[src/rtl/gnms_pkg.sv]
// Shared types and constants of the gradient non-maximum suppression block.
package gnms_pkg;

  localparam int MAX_WIDTH_DEF = 1024;
  localparam int GRAD_W        = 11;
  localparam int MAG_W         = 15;
  localparam int CFG_W_W       = 11;
  localparam int CFG_H_W       = 12;
  localparam int CFG_DATA_W    = 12;
  localparam int ROW_W         = 13;
  localparam int IN_TDATA_W    = 40;
  localparam int OUT_TDATA_W   = 16;
  localparam int TAN_W         = 34;
  localparam int FRAC_SHIFT    = 32;

  localparam logic [TAN_W-1:0] TAN_LOW_Q32  = 34'd1779033704;
  localparam logic [TAN_W-1:0] TAN_HIGH_Q32 = 34'd10368968296;

  localparam int                 RESET_WIDTH  = 640;
  localparam logic [CFG_H_W-1:0] RESET_HEIGHT = 12'd480;

  typedef enum logic [1:0] {
    DIR_HORIZ = 2'd0,
    DIR_DIAG  = 2'd1,
    DIR_VERT  = 2'd2,
    DIR_ANTI  = 2'd3
  } gnms_dir_t;

  typedef enum logic {
    REG_IMAGE_WIDTH  = 1'b0,
    REG_IMAGE_HEIGHT = 1'b1
  } gnms_reg_t;

  typedef struct packed {
    logic up_ok;
    logic down_ok;
    logic left_ok;
    logic right_ok;
  } gnms_bounds_t;

  typedef struct packed {
    logic [MAG_W-1:0] top;
    logic [MAG_W-1:0] mid;
    logic [MAG_W-1:0] bot;
  } gnms_col_t;

endpackage

[src/rtl/gnms_window.sv]
// Three-column window and the suppression compare along the binned direction.
module gnms_window
  import gnms_pkg::*;
(
  input  logic             clk,
  input  logic             shift_en,
  input  gnms_col_t        new_col,
  input  gnms_dir_t        new_dir,
  input  gnms_bounds_t     bounds,
  output logic [MAG_W-1:0] kept_mag
);

  gnms_col_t        center_r;
  gnms_col_t        left_r;
  gnms_dir_t        cdir_r;
  logic [MAG_W-1:0] nb_a;
  logic [MAG_W-1:0] nb_b;
  logic             ok_a;
  logic             ok_b;
  logic             blocked;

  always_ff @(posedge clk) begin
    if (shift_en) begin
      left_r   <= center_r;
      center_r <= new_col;
      cdir_r   <= new_dir;
    end
  end

  always_comb begin
    case (cdir_r)
      DIR_DIAG: begin
        nb_a = left_r.top;
        ok_a = bounds.up_ok && bounds.left_ok;
        nb_b = new_col.bot;
        ok_b = bounds.down_ok && bounds.right_ok;
      end
      DIR_VERT: begin
        nb_a = center_r.top;
        ok_a = bounds.up_ok;
        nb_b = center_r.bot;
        ok_b = bounds.down_ok;
      end
      DIR_ANTI: begin
        nb_a = left_r.bot;
        ok_a = bounds.down_ok && bounds.left_ok;
        nb_b = new_col.top;
        ok_b = bounds.up_ok && bounds.right_ok;
      end
      default: begin
        nb_a = left_r.mid;
        ok_a = bounds.left_ok;
        nb_b = new_col.mid;
        ok_b = bounds.right_ok;
      end
    endcase
  end

  assign blocked  = (ok_a && (center_r.mid <= nb_a)) || (ok_b && (center_r.mid <= nb_b));
  assign kept_mag = blocked ? '0 : center_r.mid;

endmodule

[config.mk]
export PLATFORM = sky130hd
export DESIGN_NAME = gnms_window
export DESIGN_NICKNAME = d
export VERILOG_FILES = /design/src/rtl/gnms_pkg.sv /design/src/rtl/gnms_window.sv
export SDC_FILE = /design/constraint.sdc
export NUM_CORES = 1
export LEC_CHECK = 0
export BUFFER_PORTS_ARGS = -buffer_cell sky130_fd_sc_hd__buf_2
export CORE_MARGIN = 4
export CORE_UTILIZATION = 34
export CTS_CLUSTER_DIAMETER = 50
export DETAILED_ROUTE_END_ITERATION = 8
export PLACE_DENSITY = 0.5
export SLEW_MARGIN = 20
export SYNTH_ARGS = -nofsm -noshare
export SYNTH_HDL_FRONTEND = slang
export SYNTH_SLANG_ARGS = --single-unit
[constraint.sdc]
create_clock -name clk -period 9.3 [get_ports clk]
set_clock_uncertainty 0.05 [all_clocks]
set_input_delay 1.86 -clock clk [delete_from_list [all_inputs] [get_ports clk]]
set_output_delay 1.86 -clock clk [all_outputs]
set_load 0.01 [all_outputs]
==> impl_metrics.py <==
metrics = {
    "sta": {
        "rsz0062_at_grt": "false",
        "hold_violations": 0,
        "finalCritPeriodShare": 0.655,
        "tns_ns": 0,
        "timing.fmax_mhz": 164,
        "setup-violations-final": 0,
        "slew_violations": 0,
        "tightest_slew_ns": 0.639,
        "slew-limit-headroom": 0.571,
        "finalCriticalPeriod_ns": 6.09,
    },
    "global_route": {
        "grt.overflow.total": 0,
        "antenna_found_initial": 0,
        "grt_max_degree": 49,
        "grt_usage": 0.135,
        "grt_first_pass_wirelength_um": 14900,
        "grt_pass1_vias": 2755,
    },
    "die": {
        "num_rows": 41,
        "initial_core_util": 0.350,
        "die_area_mm2": 0.0149,
        "fp.dieH_um": 122,
        "io_pins": 68,
        "core_mm2": 0.0127,
        "chipWidth_um": 122,
    },
    "clock_tree": {
        "cts_root_buffer": "clkbuf_16",
        "clockBufferDepth": 2,
        "post-cts-setup-buffers": 0,
        "hold_buffers": 0,
        "cts_made_buffers": 9,
        "cts_sinks": 92,
        "clk_pin_slew_ns": 0.06,
        "ctsResizeCount": 0,
        "cts_htree_levels": 3,
        "cts_tree": "done",
        "worst_skew_pair.late_latency_ns": 0.34,
    },
    "layout": {
        "n_fill_cell": 1186,
        "area_delta_synth_final_pct": 18.8,
        "drive_above_1_share": 0.351,
        "layout_commonest_cell": "edfxtp_1",
        "layout_common_cells": "92 x edfxtp_1, 66 x buf_2, 30 x mux4_2, 30 x ha_1, 29 x inv_1",
        "layout.nets": 415,
        "multi_input_area_mm2": 0.00150,
        "register_area_mm2": 0.00276,
        "diodes": 0,
        "layout.cells.non_filler": 508,
    },
    "critical_path": {
        "path_cells": "buf_2 -> mux4_2 -> inv_1 -> ha_1 -> a211oi_1 -> nor2_1 -> o31a_1 -> nor3_2 -> buf_4 -> nor3b_1 -> buf_2",
        "worst_path_largest_cell_delay_ns": 0.47,
        "path_class": "in -> out",
        "crit_arrival_ns": 4.18,
        "cp_max_fo": 11,
        "endpoint_kind": "output pin",
        "cp_slowest_cell": "mux4_2",
        "required_ns": 7.39,
        "critPathTopFamily": "buffers and inverters",
        "worst-path-buf-inv": 4,
        "r2r_setup_slack_ns": 8.49,
        "startpoint_type": "input port",
        "cpMostUsedCell": "buf_2",
    },
    "drt": {
        "first_pass_iters": 4,
        "postRouteAntennaNets": 0,
        "wl_um": 9170,
        "vias": 2540,
        "viasPerCell": 5.00,
        "drc_errors": 0,
        "wl_per_cell_um": 18.0,
        "first_iter_violations": 141,
    },
    "yosys": {
        "ys_warn_count": 0,
        "synth-seq-cells": 92,
        "synth_cell_types": 27,
        "syn_area_per_cell_um2": 17.1,
        "syn_inst": 259,
        "syn-num-nets": 342,
        "seq_area_frac_synth": 0.623,
        "synth_area_mm2": 0.00443,
    },
    "pwr": {
        "ir_worst_vdd_uv": 112,
        "p_leak_nw": 2.06,
        "powerDensity_mw_per_mm2": 201,
    },
    "placed_design": {
        "routabilityCongestion": 0.708,
        "placed_cells": 493,
        "port_buffers": 67,
        "hpwl_um": 6720,
    },
    "status": {
        "outcome": "complete, no violations",
    },
    "worst_hold_path": {
        "hold_path_class": "reg -> reg",
    },
    "flow_run": {
        "drv_cap": 0,
    },
}
synth_stat cells (all sizes together):
cell / number / area [um2]
nor4: 1 / 6.26
ha: 30 / 375
nor2: 3 / 11.3
o21ai: 1 / 5.00
nand3b: 4 / 30.0
nand3: 4 / 20.0
nor3: 3 / 20.0
mux4: 30 / 676
o31a: 1 / 8.76
nand4: 7 / 43.8
o211ai: 4 / 35.0
o21a: 1 / 7.51
inv: 29 / 109
a21oi: 12 / 60.1
a21o: 3 / 22.5
buf: 10 / 62.6
a32oi: 1 / 8.76
mux2i: 2 / 20.0
a311oi: 1 / 8.76
edfxtp: 92 / 2760
o31ai: 1 / 12.5
nor3b: 14 / 105
nand2: 4 / 15.0
a211oi: 1 / 7.51
metrics by stage:
stage               power, W  cell area, um2  hold WS [ns]   util  setup slack (ns)
floorplan           0.000621            4430         0.371      -              3.68
global placement    0.000689            4960         0.379  0.392              3.23
finish               0.00106            5270         0.395  0.416              3.21
detailed placement  0.000692            4960         0.379  0.392              3.20
CTS                  0.00107            5270         0.398  0.416              3.19
global route         0.00111            5270         0.411  0.416              3.05
final cells by class:
type	instances	share of cell area
tap	172	0.0409
timing repair buffer	72	0.0713
inverter	29	0.0207
clock inverter	5	0.0147
multi-input combinational	128	0.285
clock buffer	10	0.0435
sequential	92	0.524
logic make-up (layout without fill, tap and decap cells):
| family | count (synthesis) | in the layout | synth area share |
|---|---|---|---|
| mux | 32 | 32 | 0.157 |
| flops | 92 | 92 | 0.623 |
| compound gates | 26 | 26 | 0.0398 |
| simple gates | 40 | 40 | 0.0567 |
| fa+ha+maj | 30 | 30 | 0.0847 |
| buf+inv | 39 | 116 | 0.0387 |
power breakdown:
group | internal (W) | leakage, nW | total, W | switching [W]
logic | 0.0000793 | 1.01 | 0.000169 | 0.0000896
registers | 0.000493 | 0.900 | 0.000510 | 0.0000168
clock network | 0.000233 | 0.150 | 0.000379 | 0.000146
total | 0.000805 | 2.06 | 0.00106 | 0.000253
state kept, by name, summed over array words and instances, names as in the netlist:
register and count:
center_r 45, cdir_r 2, left_r 45
per-layer routing:
| metal | GRT usage | vias to the layer above | share of wire |
|---|---|---|---|
| met1 | 0.180 | 1291 | 0.46 |
| met2 | 0.212 | 53 | 0.49 |
| met5 | 0 | - | 0 |
| li1 | - | 1186 | - |
| met3 | 0.0492 | 10 | 0.047 |
| met4 | 0.0336 | 0 | 0.011 |
path summary, 6_finish.rpt:
| kind | start | end | depth (start not counted) |
|---|---|---|---|
| max reg2reg | center_r[27]$_DFFE_PP_ | left_r[27]$_DFFE_PP_ | 0 |
| min reg2reg | center_r[34]$_DFFE_PP_ | left_r[34]$_DFFE_PP_ | 0 |
| min | center_r[34]$_DFFE_PP_ | left_r[34]$_DFFE_PP_ | 0 |
| max | new_col[34] | kept_mag[8] | 11 |
(Power assumes the default switching activity.)
