### config.mk
export PLATFORM = sky130hd
export DESIGN_NAME = gnms_dir_bin
export DESIGN_NICKNAME = d
export VERILOG_FILES = /design/src/rtl/gnms_pkg.sv /design/src/rtl/gnms_dir_bin.sv
export SDC_FILE = /design/constraint.sdc
export NUM_CORES = 1
export LEC_CHECK = 0
export BUFFER_PORTS_ARGS = -buffer_cell sky130_fd_sc_hd__buf_2
export CORE_UTILIZATION = 35
export DETAILED_ROUTE_END_ITERATION = 7
export GPL_ROUTABILITY_DRIVEN = 0
export PLACE_DENSITY = 0.57
export SLEW_MARGIN = 40
export SYNTH_ARGS = -nofsm -noshare
export SYNTH_HDL_FRONTEND = slang
export SYNTH_SLANG_ARGS = --single-unit
### constraint.sdc
create_clock -name vclk -period 11.7
set_input_delay 0.585 -clock vclk [all_inputs]
set_output_delay 0.585 -clock vclk [all_outputs]
set_load 0.02 [all_outputs]
### src/rtl/gnms_pkg.sv
// Shared types and constants of the gradient non-maximum suppression block.
package gnms_pkg;

  localparam int MAX_WIDTH_DEF = 1024;
  localparam int GRAD_W        = 11;
  localparam int MAG_W         = 15;
  localparam int CFG_W_W       = 11;
  localparam int CFG_H_W       = 12;
  localparam int CFG_DATA_W    = 12;
  localparam int ROW_W         = 13;
  localparam int IN_TDATA_W    = 40;
  localparam int OUT_TDATA_W   = 16;
  localparam int TAN_W         = 34;
  localparam int FRAC_SHIFT    = 32;

  localparam logic [TAN_W-1:0] TAN_LOW_Q32  = 34'd1779033704;
  localparam logic [TAN_W-1:0] TAN_HIGH_Q32 = 34'd10368968296;

  localparam int                 RESET_WIDTH  = 640;
  localparam logic [CFG_H_W-1:0] RESET_HEIGHT = 12'd480;

  typedef enum logic [1:0] {
    DIR_HORIZ = 2'd0,
    DIR_DIAG  = 2'd1,
    DIR_VERT  = 2'd2,
    DIR_ANTI  = 2'd3
  } gnms_dir_t;

  typedef enum logic {
    REG_IMAGE_WIDTH  = 1'b0,
    REG_IMAGE_HEIGHT = 1'b1
  } gnms_reg_t;

  typedef struct packed {
    logic up_ok;
    logic down_ok;
    logic left_ok;
    logic right_ok;
  } gnms_bounds_t;

  typedef struct packed {
    logic [MAG_W-1:0] top;
    logic [MAG_W-1:0] mid;
    logic [MAG_W-1:0] bot;
  } gnms_col_t;

endpackage

### src/rtl/gnms_dir_bin.sv
// Gradient direction binning into four sectors.
module gnms_dir_bin
  import gnms_pkg::*;
(
  input  logic [GRAD_W-1:0] grad_x,
  input  logic [GRAD_W-1:0] grad_y,
  output gnms_dir_t         dir
);

  localparam int PROD_W = GRAD_W + TAN_W;

  logic [GRAD_W-1:0] abs_x;
  logic [GRAD_W-1:0] abs_y;
  logic [PROD_W-1:0] lhs;
  logic [PROD_W-1:0] rhs_low;
  logic [PROD_W-1:0] rhs_high;

  assign abs_x    = grad_x[GRAD_W-1] ? (~grad_x + 1'b1) : grad_x;
  assign abs_y    = grad_y[GRAD_W-1] ? (~grad_y + 1'b1) : grad_y;
  assign lhs      = PROD_W'({abs_y, {FRAC_SHIFT{1'b0}}});
  assign rhs_low  = PROD_W'(abs_x) * PROD_W'(TAN_LOW_Q32);
  assign rhs_high = PROD_W'(abs_x) * PROD_W'(TAN_HIGH_Q32);

  always_comb begin
    if (abs_x == '0) begin
      dir = (abs_y != '0) ? DIR_VERT : DIR_HORIZ;
    end else if (abs_y == '0) begin
      dir = DIR_HORIZ;
    end else if (lhs > rhs_high) begin
      dir = DIR_VERT;
    end else if (lhs > rhs_low) begin
      dir = (grad_x[GRAD_W-1] == grad_y[GRAD_W-1]) ? DIR_DIAG : DIR_ANTI;
    end else begin
      dir = DIR_HORIZ;
    end
  end

endmodule

==> out/metrics.yaml, run 1 <==
syn_area_um2: 7190
grt_pass1_wl_um: 31500
synth_cells: 842
portBuffers: 24
critPathMaxStageDelay_ns: 0.54
rows: 52
drt_iter0_drc: 342
synth_mux_area_frac: 0.00296
required_ns: 11.12
post_cts_resized: 0
post_cts_buffers: 0
area_growth_pct: 6.18
synth-simple-area-share: 0.103
rsz0062_at_grt: "false"
yosys.area_share.adder: 0.541
coreArea_um2: 20200
yosysUniqueCellTypes: 66
synth_seq_area_share: 0
slew_headroom: 0.497
critical-path-top-delay-family: "adder cells"
num-clock-buffers: 0
grt_pass1_vias: 5890
syn_area_per_cell_um2: 8.53
multi_input_area_um2: 6460
maxCapViolCount: 0
grt-ovfl-total: 0
hold_start: "grad_y[10]"
yosys_warnings: 0
seq_area_um2: 0
num-fill-cells: 2096
finalSetupViolCount: 0
worst_pin_slew_ns: 0.744
syn_nets: 1126
period_needed_ns: 10.39
hp-class: "input port to output pin"
path_class: "input port to output pin"
worstSetupStartpointType: "input port"
critPathSlowestCell: "fa_1"
slew_violations: 0
synth_top_family_by_area: "adder cells"
vias: 5873
final_hold_viol_count: 0
cp.depth: 33
die_w_um: 145
num_antenna_cells: 0
holdPathEnd: "dir[1]"
period_share: 0.888
setup-tns-final_ns: 0
dieArea_um2: 21100
antenna_found_initial: 1
cts_hold_buffers: 0
grt_max_degree: 14
path_max_fanout: 10
status: "complete, no violations"
ios: 24
synth_compound_area_frac: 0.177
design.seq.count: 0
endpoint_kind: "output pin"
first_pass_iters: 5
yosys.area_share.xor_xnor: 0.0744
drt_wl_total_um: 19100
fmax_mhz: 96.3
initial_core_util: 0.356
fin_nets: 1146
hpwl_um: 17100
antenna_left: 0
drc_errors: 0
cp_data_arrival_time_ns: 9.80
drive_gt1_frac: 0.0547
via_per_inst: 5.20
grt_usage: 0.186
worst-path-buf-inv: 6
hold_path_depth: 5
wl_per_cell_um: 16.9
die_y_um: 145
cell type report:
| class | count | area share |
|---|---|---|
| Timing Repair Buffer | 30 | 0.0216 |
| Multi-Input combinational cell | 652 | 0.847 |
| Inverter | 178 | 0.0876 |
| Tap cell | 270 | 0.0443 |
through the flow:
| stage | area [um2] | cells | hold slack (ns) | setup slack, ns | util |
|---|---|---|---|---|---|
| floorplan | 7190 | 842 | 1.66 | 2.67 | - |
| global placement | 7620 | 1130 | 1.80 | 1.43 | 0.378 |
| detailed placement | 7620 | 1130 | 1.79 | 1.33 | 0.378 |
| CTS | 7620 | 1130 | 1.79 | 1.28 | 0.378 |
| global route | 7630 | 1130 | 1.85 | 0.751 | 0.378 |
| finish | 7630 | 1130 | 1.79 | 1.31 | 0.378 |
cell usage after synthesis (5+ instances only):
master,count,area share
ha_1,181,0.32
inv_1,178,0.093
fa_1,81,0.23
a21oi_1,50,0.035
xnor2_1,40,0.049
nand2_1,39,0.020
a21o_1,30,0.031
o21ai_0,23,0.016
nor2_1,22,0.011
xor2_1,21,0.026
nor3_1,14,0.0098
nand3_1,11,0.0077
nand4_1,10,0.0087
o21a_1,10,0.010
clkbuf_1,8,0.0042
o21bai_1,8,0.0084
or4_1,8,0.0084
a31oi_1,7,0.0061
o31ai_1,7,0.0073
nand2b_1,6,0.0052
o211ai_1,6,0.0063
nor2b_1,5,0.0044
cells in the final DEF, fill, tap and decap left out, types with 10 or more instances in the layout:
cell type and count:
buf_2 24, ha_1 181, nand2_1 39, a21oi_1 50
fa_1 81, nor2_1 22, nor3_1 14, xor2_1 21
o21a_1 10, nand4_1 10, inv_1 178, xnor2_1 40
nand3_1 11, a21o_1 30, o21ai_0 23
worst max-delay path by stage:
stage / startpoint / slack [ns] / endpoint
2_1_floorplan: grad_x[0] / 2.67 / dir[0]
3_3_place_gp: grad_x[0] / 1.43 / dir[0]
3_5_place_dp: grad_x[0] / 1.33 / dir[0]
4_1_cts: grad_x[0] / 1.28 / dir[0]
5_1_grt: grad_x[0] / 0.75 / dir[0]
6_report: grad_x[0] / 1.31 / dir[0]
cells by family (layout without fill, tap and decap cells):
kind of cell	count (synthesis)	after routing
and+or+nand+nor	141	141
adders and majority gates	262	262
buffers and inverters	190	208
xor gates and xnor gates	61	61
muxes	2	2
AOI/OAI and AO/OA	186	186
per-layer routing:
layer | share of wire | global-route usage | vias up
li1 | - | - | 2920
met1 | 0.48 | 0.275 | 2772
met2 | 0.44 | 0.300 | 155
met3 | 0.050 | 0.00755 | 24
met4 | 0.024 | 0.0389 | 2
met5 | 0.00058 | 0 | -
Power of run 1 is not shown: default switching activity piles up to over one toggle a cycle in this logic, so the estimate is an artifact.
==> run 2: changes to the inputs <==
- CORE_UTILIZATION: 35 -> 55
- PLACE_DENSITY: 0.57 -> 0.79
- SETUP_SLACK_MARGIN: not set -> 0.15
==> run 2 against run 1 <==
Net effect:
- core utilization is 21 points higher
- global-route usage is 9.7 points higher
- non-clock buffer count is 1 lower
- cell area is 1.7% lower
- via count is 3.5% higher
- fmax is 4.0% lower
- critical path type unchanged
==> out/metrics.yaml, run 2 (synthesis gave the netlist of run 1 again) <==
first_pass_iters: 5  # unchanged
fmax_mhz: 92.4  # was 96.3 MHz
cp_data_arrival_time_ns: 10.23  # was 9.80 ns
post_cts_buffers: 0  # unchanged
hpwl_um: 16100  # was 17,100 um
grt_usage: 0.283  # was 0.186
cts_hold_buffers: 0  # unchanged
via_per_inst: 5.89  # was 5.20
rows: 41  # was 52
layout_common_cells: "181 x ha_1, 178 x inv_1, 81 x fa_1"  # unchanged
critPathSlowestCell: "a2111oi_0"  # was fa_1
period_share: 0.925  # was 0.888
wl_per_cell_um: 17.6  # was 16.9 um
path_class: "input port to output pin"  # unchanged
grt_max_degree: 14  # unchanged
final_hold_viol_count: 0  # unchanged
slew_headroom: 0.474  # was 0.497
endpoint_kind: "output pin"  # unchanged
design.seq.count: 0  # unchanged
worstSetupStartpointType: "input port"  # unchanged
coreArea_um2: 12700  # was 20,200 um2
worst_pin_slew_ns: 0.784  # was 0.744 ns
ios: 24  # unchanged
grt-ovfl-total: 0  # unchanged
required_ns: 11.12  # about the same
drt_wl_total_um: 18200  # was 19,100 um
fin_nets: 1145  # was 1,146
seq_area_um2: 0  # unchanged
critPathMaxStageDelay_ns: 0.63  # was 0.54 ns
num_antenna_cells: 0  # unchanged
path_max_fanout: 10  # unchanged
finalSetupViolCount: 0  # unchanged
setup-tns-final_ns: 0  # unchanged
slew_violations: 0  # unchanged
hp-class: "input port to output pin"  # unchanged
period_needed_ns: 10.82  # was 10.39 ns
portBuffers: 24  # unchanged
grt_pass1_wl_um: 29900  # was 31,500 um
num-fill-cells: 1132  # was 2,096
antenna_found_initial: 1  # unchanged
initial_core_util: 0.567  # was 0.356
status: "complete, no violations"  # unchanged
vias: 6077  # was 5,873
maxCapViolCount: 0  # unchanged
antenna_left: 0  # unchanged
area_growth_pct: 4.39  # was 6.18%
final_common_cell: "ha_1"  # unchanged
drive_gt1_frac: 0.0536  # was 0.0547
stdcell_count: 1031  # was 1,130
die_y_um: 116  # was 145 um
rsz0062_at_grt: "false"  # unchanged
post_cts_resized: 0  # unchanged
dp.cells: 1031  # was 1,130
grt_pass1_vias: 5995  # was 5,890
dieArea_um2: 13500  # was 21,100 um2
drt_iter0_drc: 445  # was 342
drc_errors: 0  # unchanged
die_w_um: 116  # was 145 um
num-clock-buffers: 0  # unchanged
run 2: area by class of cell:
class              instances  area, um2  share of cell area
multi-input cells        652       6460               0.861
well taps                172        215              0.0287
repair buffers            29        158              0.0210
inverters                178        668              0.0891
run 2: metrics by stage:
step / hold slack, ns / worst slack [ns] / instance area, um2 / util
3_3_place_gp: 1.77 / 1.31 / 7490 / 0.591
5_1_grt: 1.85 / 0.301 / 7500 / 0.592
4_1_cts: 1.79 / 1.07 / 7500 / 0.592
3_5_place_dp: 1.78 / 1.09 / 7500 / 0.592
2_1_floorplan: 1.66 / 2.67 / 7190 / -
6_report: 1.79 / 0.881 / 7500 / 0.592
run 2: final timing paths:
path,cells past startpoint,endpoint,startpoint,slack (ns)
setup / recovery,32,dir[0],grad_x[0],0.88
hold / removal,5,dir[1],grad_y[10],1.79
run 2: worst max-delay path, delay by kind of cell:
kind	cells	cell delay, ns
buffers and inverters	6	1.21
adders and majority gates	8	3.51
AOI/OAI and AO/OA	13	3.77
xor gates and xnor gates	2	0.57
and+or+nand+nor	3	0.57
run 2: layer usage:
metal | share of wire | track usage
met5 | 0.00060 | 0
met4 | 0.022 | 0.0598
met3 | 0.064 | 0.0239
met2 | 0.46 | 0.473
met1 | 0.46 | 0.400
Power of run 2 is left out for the same reason.
